===== src/hw/rtl/stpq_pkg.sv =====
// ----------------------------------------------------------------------------
// stpq_pkg
// Shared types and constants for the stable priority queue.
// ----------------------------------------------------------------------------
package stpq_pkg;

   localparam int DEPTH         = 16;
   localparam int PRIORITY_BITS = 16;
   localparam int TAG_BITS      = 8;
   localparam int COUNT_BITS    = $clog2(DEPTH + 1);
   localparam int OCC_BITS      = 5;

   // stream packing
   localparam int REQ_DATA_BITS = ((PRIORITY_BITS + TAG_BITS + 7) / 8) * 8;
   localparam int RSP_FIELD_BITS = PRIORITY_BITS + TAG_BITS + OCC_BITS;
   localparam int RSP_DATA_BITS = ((RSP_FIELD_BITS + 7) / 8) * 8;

   typedef enum logic {
      MODE_INSERT = 1'b0,
      MODE_POP    = 1'b1
   } mode_type;

   typedef struct packed {
      logic [PRIORITY_BITS-1:0] prio;
      logic [TAG_BITS-1:0]      tag;
   } entry_type;

   typedef struct packed {
      logic insert;
      logic pop;
   } cell_ctrl_type;

endpackage


===== src/hw/rtl/stable_priority_queue.sv =====
// A result is registered and appears in the cycle after its request transfer.
// Throughput: one insert or pop per cycle unless a held result stalls; every cell
// compares against the new priority in parallel and shifts in the same cycle.
// Reset clears the occupancy count and the result valid flag; slot contents
// are not cleared and are never read before being written.
// ----------------------------------------------------------------------------
// stable_priority_queue
// Bounded sorted queue built as a row of shifting cells; FIFO among equals.
// ----------------------------------------------------------------------------
module stable_priority_queue
   import stpq_pkg::*;
(
   input  logic                     clock,
   input  logic                     reset,
   input  logic                     req_tvalid,
   output logic                     req_tready,
   input  logic [REQ_DATA_BITS-1:0] req_tdata,   // priority_req, tag
   input  logic                     req_tuser,   // mode
   output logic                     rsp_tvalid,
   input  logic                     rsp_tready,
   output logic [RSP_DATA_BITS-1:0] rsp_tdata,   // out_priority, out_tag, occupancy
   output logic [1:0]               rsp_tuser    // pop_valid, rejected
);

   logic                  req_fire;
   logic                  is_pop;
   logic                  full;
   logic                  empty;
   cell_ctrl_type         ctrl;
   entry_type             new_entry;
   entry_type             cell_entry [DEPTH];
   logic [DEPTH-1:0]      cell_ge;
   logic [DEPTH-1:0]      cell_occ;

   logic [COUNT_BITS-1:0] count_ff, count_in;
   logic                  rsp_valid_ff, rsp_valid_in;
   logic                  pop_valid_ff, pop_valid_in;
   logic                  rejected_ff, rejected_in;
   entry_type             out_entry_ff, out_entry_in;
   logic [OCC_BITS-1:0]   occ_ff, occ_in;

   assign req_tready = !rsp_valid_ff || rsp_tready;
   assign req_fire   = req_tvalid && req_tready;
   assign is_pop     = (mode_type'(req_tuser) == MODE_POP);
   assign full       = (count_ff == COUNT_BITS'(DEPTH));
   assign empty      = (count_ff == '0);

   assign new_entry.prio = req_tdata[PRIORITY_BITS-1:0];
   assign new_entry.tag  = req_tdata[PRIORITY_BITS +: TAG_BITS];

   assign ctrl.insert = req_fire && !is_pop && !full;
   assign ctrl.pop    = req_fire && is_pop && !empty;

   for (genvar i = 0; i < DEPTH; i++) begin : g_cell
      logic      left_ge;
      entry_type left_entry;
      entry_type right_entry;

      assign cell_occ[i] = (count_ff > COUNT_BITS'(i));

      if (i == 0) begin : g_head
         assign left_ge    = 1'b1;
         assign left_entry = new_entry;
      end else begin : g_body
         assign left_ge    = cell_ge[i-1];
         assign left_entry = cell_entry[i-1];
      end

      if (i == DEPTH - 1) begin : g_tail
         assign right_entry = cell_entry[i];
      end else begin : g_mid
         assign right_entry = cell_entry[i+1];
      end

      stpq_cell u_cell (
         .clock       (clock),
         .ctrl        (ctrl),
         .new_entry   (new_entry),
         .occupied    (cell_occ[i]),
         .left_ge     (left_ge),
         .left_entry  (left_entry),
         .right_entry (right_entry),
         .ge          (cell_ge[i]),
         .entry       (cell_entry[i])
      );
   end

   // next count
   always_comb begin
      count_in = count_ff;
      priority if (ctrl.insert) begin
         count_in = count_ff + COUNT_BITS'(1);
      end else if (ctrl.pop) begin
         count_in = count_ff - COUNT_BITS'(1);
      end
   end

   // result register
   always_comb begin
      rsp_valid_in = rsp_valid_ff;
      pop_valid_in = pop_valid_ff;
      rejected_in  = rejected_ff;
      out_entry_in = out_entry_ff;
      occ_in       = occ_ff;
      if (req_fire) begin
         rsp_valid_in = 1'b1;
         pop_valid_in = ctrl.pop;
         rejected_in  = !is_pop && full;
         out_entry_in = ctrl.pop ? cell_entry[0] : '0;
         occ_in       = OCC_BITS'(count_in);
      end else if (rsp_tready) begin
         rsp_valid_in = 1'b0;
      end
   end

   always_ff @(posedge clock) begin
      if (reset) begin
         count_ff     <= '0;
         rsp_valid_ff <= 1'b0;
      end else begin
         count_ff     <= count_in;
         rsp_valid_ff <= rsp_valid_in;
      end
   end

   always_ff @(posedge clock) begin
      pop_valid_ff <= pop_valid_in;
      rejected_ff  <= rejected_in;
      out_entry_ff <= out_entry_in;
      occ_ff       <= occ_in;
   end

   assign rsp_tvalid = rsp_valid_ff;
   assign rsp_tdata  = {{(RSP_DATA_BITS - RSP_FIELD_BITS){1'b0}},
                        occ_ff, out_entry_ff.tag, out_entry_ff.prio};
   assign rsp_tuser  = {rejected_ff, pop_valid_ff};

`ifndef SYNTH
   a_count_bound: assert property (@(posedge clock) disable iff (reset)
      count_ff <= COUNT_BITS'(DEPTH))
      else $error("occupancy above depth");

   a_head_sorted: assert property (@(posedge clock) disable iff (reset)
      count_ff >= COUNT_BITS'(2) |-> cell_entry[0].prio >= cell_entry[1].prio)
      else $error("head not highest priority");

   a_pop_count: assert property (@(posedge clock) disable iff (reset)
      ctrl.pop |=> count_ff == $past(count_ff) - COUNT_BITS'(1))
      else $error("pop did not drop occupancy");

   a_reject_full: assert property (@(posedge clock) disable iff (reset)
      req_fire && !is_pop && full |=> rejected_ff && count_ff == COUNT_BITS'(DEPTH))
      else $error("full insert not rejected");

   a_flags_excl: assert property (@(posedge clock) disable iff (reset)
      rsp_valid_ff |-> !(pop_valid_ff && rejected_ff))
      else $error("pop_valid and rejected both set");
`endif

endmodule


===== src/hw/rtl/stpq_cell.sv =====
// ----------------------------------------------------------------------------
// stpq_cell
// One slot of the sorted queue: holds an entry, shifts right on insert
// below the insert point, shifts left on pop.
// ----------------------------------------------------------------------------
module stpq_cell
   import stpq_pkg::*;
(
   input  logic          clock,
   input  cell_ctrl_type ctrl,
   input  entry_type     new_entry,
   input  logic          occupied,
   input  logic          left_ge,     // left neighbor stays (or this is the head)
   input  entry_type     left_entry,
   input  entry_type     right_entry,
   output logic          ge,          // this cell keeps its entry on insert
   output entry_type     entry
);

   entry_type entry_ff;
   entry_type entry_in;

   // equal priority counts as "stays", so a new entry lands behind its peers
   assign ge    = occupied && (entry_ff.prio >= new_entry.prio);
   assign entry = entry_ff;

   always_comb begin
      entry_in = entry_ff;
      priority if (ctrl.pop) begin
         entry_in = right_entry;
      end else if (ctrl.insert) begin
         priority if (ge) begin
            entry_in = entry_ff;
         end else if (left_ge) begin
            entry_in = new_entry;
         end else begin
            entry_in = left_entry;
         end
      end
   end

   always_ff @(posedge clock) begin
      entry_ff <= entry_in;
   end

endmodule

===== config.mk =====
export PLATFORM = sky130hd
export DESIGN_NAME = stable_priority_queue
export DESIGN_NICKNAME = d
export VERILOG_FILES = /design/src/hw/rtl/stpq_pkg.sv /design/src/hw/rtl/stable_priority_queue.sv /design/src/hw/rtl/stpq_cell.sv
export SDC_FILE = /design/constraint.sdc
export NUM_CORES = 1
export LEC_CHECK = 0
export BUFFER_PORTS_ARGS = -buffer_cell sky130_fd_sc_hd__buf_4
export CORE_MARGIN = 3
export CORE_UTILIZATION = 40
export DETAILED_ROUTE_END_ITERATION = 12
export PLACE_DENSITY = 0.56
export SYNTH_ARGS = -nofsm -noshare
export SYNTH_HDL_FRONTEND = slang
export SYNTH_SLANG_ARGS = --single-unit

===== constraint.sdc =====
create_clock -name clock -period 5.5 [get_ports clock]
set_clock_uncertainty 0.2 [all_clocks]
set_input_delay 0.825 -clock clock [delete_from_list [all_inputs] [get_ports clock]]
set_output_delay 0.825 -clock clock [all_outputs]
set_load 0.02 [all_outputs]

Word level (Yosys, flattened, before mapping)
Index checks and enable logic that the tools add are counted.
{ "totals": {"reg_bits": 421, "inputBits": 29, "out_inout_bits": 36} }
{ "classes": {"addsub": 2, "magnitude_cmp": 32, "n_eq_ne": 16, "muxes": 64, "bitwise_logic": 2, "reduce_logical": 46} }
{ "op_table": {"columns": ["op", "count"], "rows": [
  ["24-bit 2-to-1 mux", 60],
  ["16-bit >= comparator", 16],
  ["5-bit by 4-bit > comparator with 1-bit output, second input constant", 8],
  ["2-bit inequality test, second input constant", 15],
  ["2-bit AND reduction", 15],
  ["1-bit logical AND", 22],
  ["5-bit by 3-bit > comparator with 1-bit output, second input constant", 4],
  ["5-bit by 1-bit > comparator with 1-bit output, second input constant", 2],
  ["5-bit by 2-bit > comparator with 1-bit output, second input constant", 2],
  ["5-bit 2-to-1 mux", 2],
  ["5-bit by 1-bit adder with 5-bit output, second input constant", 1],
  ["5-bit equality test, second input constant", 1],
  ["5-bit zero test", 1],
  ["5-bit by 1-bit subtractor with 5-bit output, second input constant", 1],
  ["1-bit zero test", 4],
  ["2-bit nonzero test", 2],
  ["3-bit AND reduction", 1],
  ["1-bit 2-to-1 mux", 2],
  ["1-bit NOT", 2],
  ["1-bit logical OR", 1]
]} }

Logic depth before layout (Yosys ltp)
{ "depth": {"ltp_word": 7, "ltp_mapped": 11, "mapped_depth_nobuf": 9} }

By module
Synthesis repeated with hierarchy kept, for this count alone.
{ "hier_totals": {"hier_cells": 2791, "hier_area_um2": 28517.4} }
{ "modules_own_cells": {"columns": ["module", "n_inst", "cells_per_inst", "area_each_um2", "seq_area_each_um2"], "rows": [
  ["stpq_cell", 16, 165, 1669.1, 720.7],
  ["stable_priority_queue", 1, 151, 1811.7, 1051.0]
]} }

Worst setup path before layout
OpenSTA, ideal clock, no wires.
{ "synth_path": {"path_type": "input to register", "start": "in req_tdata[1]", "end": "reg g_cell[0].u_cell.entry_ff, in the netlist g_cell[0].u_cell.entry[0], enable pin", "arrival_ns": 4.247, "t_required_ns": 4.862, "slack_ns": 0.615, "cell_stages": 8, "n_path_buf": 2, "path_cell_list": "inv_1 > ha_1 > a2111o_1 > a32oi_1 > a21boi_0 > buf_2 > buf_4 > o21ai_0"} }
{ "synth_between": {"elab_chain_cells": 4} }
{ "synth_lines": {"columns": ["element", "line_no", "text"], "rows": [
  ["start, declared", "stable_priority_queue.sv:17", "input logic [REQ_DATA_BITS-1:0] req_tdata,"],
  ["16-bit >= comparator", "stpq_cell.sv:24", "assign ge = occupied && (entry_ff.prio >= new_entry.prio);"],
  ["1-bit logical AND", "stpq_cell.sv:24", null],
  ["2-bit inequality test (no source line)", null, null],
  ["2-bit AND reduction (no source line)", null, null],
  ["end signal, assigned", "stpq_cell.sv:43", "entry_ff <= entry_in;"],
  ["end, declared", "stpq_cell.sv:20", "entry_type entry_ff;"]
]} }
No other way between the ends.
A chain may end at the register's enable or synchronous reset.

==> results.py <==
metrics = {
    "floorplanning": {
        "io_pins": 65,
        "die_x_um": 269.6,
        "start_util_pct": 40.46,
        "die_area_um2": 72690,
        "rows": 96,
        "coreArea_um2": 68710,
        "fp.dieH_um": 269.6,
    },
    "cts": {
        "htreeDepth": 2,
        "ctsResizeCount": 0,
        "numCtsBuffers": 51,
        "hold_buffers": 0,
        "clkLatencyLatePin_ps": 600,
        "cts_setup_buffers": 0,
        "clockRootBuffer": "clkbuf_16",
        "path_clk_slew_ps": 60,
        "clock_sinks": 421,
        "cts_tree": "done",
        "clk_path_buf_depth": 3,
    },
    "yosys": {
        "yosysTopAreaCell": "edfxtp_1",
        "syn_area_um2": 27800,
        "ys_seq_area_share_pct": 45.26,
        "syn_area_per_cell_um2": 10.62,
        "synth_compound_area_share_pct": 17.29,
        "synthArstFlopShare_pct": 0,
        "synth_cell_type_count": 68,
        "synth_top_family_by_area": "compound AO/OA/AOI/OAI gates",
        "ys_warn_count": 0,
        "synth_area_leaders": "edfxtp_1 (45%), ha_1 (12%), mux2i_1 (6.6%)",
        "ys.flop_type": "edfxtp_1",
        "synth-edff-count": 415,
        "synth_seq_cells": 421,
        "muxShareOfSynthArea_pct": 8.332,
        "syn_inst": 2617,
        "synth.top_cell.area_share_pct": 44.83,
        "synthXorXnorAreaFrac_pct": 0.09453,
        "synth-simple-area-share_pct": 13.26,
        "synth_fa_ha_area_share_pct": 11.75,
    },
    "grt": {
        "grt_use_met3_pct": 2.714,
        "grt_pass1_wl_um": 122800,
        "antenna_found_initial": 2,
        "grt_overflow": 0,
        "gr-usage-met1_pct": 29.04,
        "grt-busiest-layer": "met2",
        "grt_max_degree": 195,
        "grt_use_total_pct": 21.04,
        "grt_pass1_vias": 21390,
        "grt_util_met2_pct": 34.57,
    },
    "final_layout": {
        "drive_above_1_share_pct": 10.73,
        "num-nets-final": 2906,
        "antennaDiodeCount": 0,
        "syn2layout_area_growth_pct": 10.72,
    },
    "pwr": {
        "power_leakage_nw": 12.42,
        "switchingPower_mw": 3.309,
        "vdd_drop_max_uv": 258.6,
        "p_per_area_nw_per_um2": 339.3,
        "p_seq_share_pct": 43.8,
        "pwr-share-comb_pct": 25.7,
        "p_clk_share_pct": 30.5,
        "swShare_pct": 31.70,
        "p_int_mw": 7.132,
    },
    "placed_design": {
        "gp_congestion": 0.8308,
        "port_buffers": 61,
        "hpwl_um": 57140,
    },
    "timing": {
        "max_freq_mhz": 256.4,
        "drv_slew": 0,
        "relSlewSlack_pct": 10.71,
        "fin_hold_ws_ps": 253.1,
        "period_needed_ps": 3900,
        "worst_pin_slew_ps": 1338,
        "finalSetupTns_ps": 0,
        "rsz0062_at_grt": "false",
        "setup_viol": 0,
        "finalCritPeriodShare_pct": 70.91,
        "finalHoldViolations": 0,
    },
    "route": {
        "routedWlPerCell_um": 21.90,
        "first_pass_iters": 5,
        "drtIter0Drc": 1456,
        "wirelength_um": 78370,
        "num_vias": 20630,
        "via_per_inst": 5.765,
        "drc": 0,
        "ant_nets": 0,
    },
    "setup_path": {
        "crit_required_ps": 5650,
        "endpoint": "g_cell[3].u_cell.entry[9]",
        "r2r_slack_ps": 1630,
        "reg2reg_depth": 8,
        "crit_start": "req_tdata[6]",
        "critPathMaxFanout": 32,
        "start_kind": "input pin",
        "crit_path_end_kind": "register",
        "worstSetupPathType": "input pin to register",
        "timing.rr.start": "count_ff[0]",
        "reg2reg_to": "g_cell[11].u_cell.entry[16]",
        "worst_ep_arrival_time_ps": 4050,
    },
    "status": {
        "status": "finished clean",
    },
    "hold_path": {
        "hold_path.class": "input pin to register",
    },
    "job": {
        "max_cap_viol_count": 0,
    },
}
[worst max-delay path, cell delays in order]
cell and delay, ps:
buf_4 180, inv_1 650, ha_1 380, a21o_1 170
a21oi_1 270, o32ai_1 160, a2111oi_4 310, buf_4 310
buf_4 370, nor3_1 100, o31a_1 300
[metrics by stage]
step / cell area [um2] / setup WS [ps] / total power [mW] / util (%) / instances
3_3_place_gp: 29260 / 1106 / 7.193 / 42.59 / 3494
3_5_place_dp: 29260 / 1032 / 7.296 / 42.59 / 3494
6_report: 30780 / 1600 / 10.44 / 44.79 / 3579
4_1_cts: 30780 / 1661 / 10.52 / 44.79 / 3579
2_1_floorplan: 27800 / 614.6 / 6.440 / - / 2619
5_1_grt: 30780 / 1380 / 11.01 / 44.79 / 3579
[cell usage in the layout, fill, tap and decap left out, types with 11 or more instances in the layout]
cell type  synthesis  final
buf_4              9    130
a22oi_1           22     22
a211oi_1          11     11
clkbuf_16          0     51
and2_1            28     28
mux2_2            43     43
inv_1             40     40
nor2_1           201    200
mux2i_1          183    183
nor3_1            80     80
nand2_1          226    226
a31oi_1           19     18
nand4_1           25     25
nand3_1           32     32
o21ai_0           80     78
a21o_1            36     36
edfxtp_1         415    415
a21oi_1          221    219
a32oi_1           24     24
o211ai_1          12     12
nor3b_1           27     27
ha_1             261    261
o21a_1           107    107
nand2b_1         110    110
o31a_1            97     97
[power by group through the flow]
| stage | Sequential, mW | Combinational, mW | Clock, mW |
|---|---|---|---|
| final | 4.57 | 2.68 | 3.19 |
| after global routing | 4.62 | 2.99 | 3.40 |
| after CTS | 4.57 | 2.68 | 3.28 |
| after detailed placement | 4.63 | 2.66 | 0 |
| after global placement | 4.63 | 2.57 | 0 |
| after floorplan | 4.50 | 1.94 | 0 |
[worst min path at each step]
stage / cells after the start / endpoint / slack (ps) / start
2_1_floorplan: 2 / g_cell[0].u_cell.entry[0] / 320 / g_cell[1].u_cell.entry[0]
3_3_place_gp: 2 / g_cell[14].u_cell.entry[3] / 340 / g_cell[15].u_cell.entry[3]
3_5_place_dp: 2 / g_cell[14].u_cell.entry[6] / 350 / g_cell[15].u_cell.entry[6]
4_1_cts: 2 / count_ff[0] / 210 / reset
5_1_grt: 2 / count_ff[0] / 230 / reset
6_report: 2 / count_ff[1] / 250 / reset
[routing by layer]
metal / up-vias / share of wire, %
li1: 9833 / -
met5: - / 0.026
met2: 408 / 47
met4: 2 / 2.6
met1: 10290 / 47
met3: 103 / 4.1
[Yosys cell counts, drive strengths merged, types with 22 or more instances]
| cell type | instances |
|---|---|
| nor3b | 27 |
| a22oi | 22 |
| edfxtp | 415 |
| mux2i | 183 |
| nand3 | 32 |
| a21o | 36 |
| nor3 | 83 |
| and2 | 28 |
| a32oi | 24 |
| o21ai | 89 |
| nand4 | 25 |
| o31a | 97 |
| nor2 | 204 |
| a21oi | 226 |
| buf | 107 |
| clkbuf | 87 |
| ha | 261 |
| nand2b | 110 |
| nand2 | 226 |
| mux2 | 43 |
| o21a | 107 |
| inv | 42 |
[cell type report]
cell class / count / area, um2
Multi-Input combinational cell: 1962 / 14220
Inverter: 42 / 165.2
Timing Repair Buffer: 138 / 1136
Clock buffer: 64 / 1355
Sequential cell: 421 / 12580
Clock inverter: 21 / 156.4
Fill cell: 6564 / 37930
Tap cell: 931 / 1165
[flip-flops by register name (all words and copies together) (netlist names)]
register,cells
g_cell.u_cell.entry,384
rsp_tdata,24
rsp_tvalid,1
occ_ff,5
rejected_ff,1
count_ff,5
pop_valid_ff,1
[logic make-up after synthesis]
| group | after synthesis |
|---|---|
| buffers and inverters | 236 |
| other | 1 |
| XOR/XNOR | 3 |
| multiplexers | 226 |
| AND/OR/NAND/NOR | 771 |
| adder cells (fa/ha/maj) | 261 |
| flip-flops | 421 |
| AO/OA/AOI/OAI | 698 |
No activity file was read; power rests on OpenSTA's default activity.
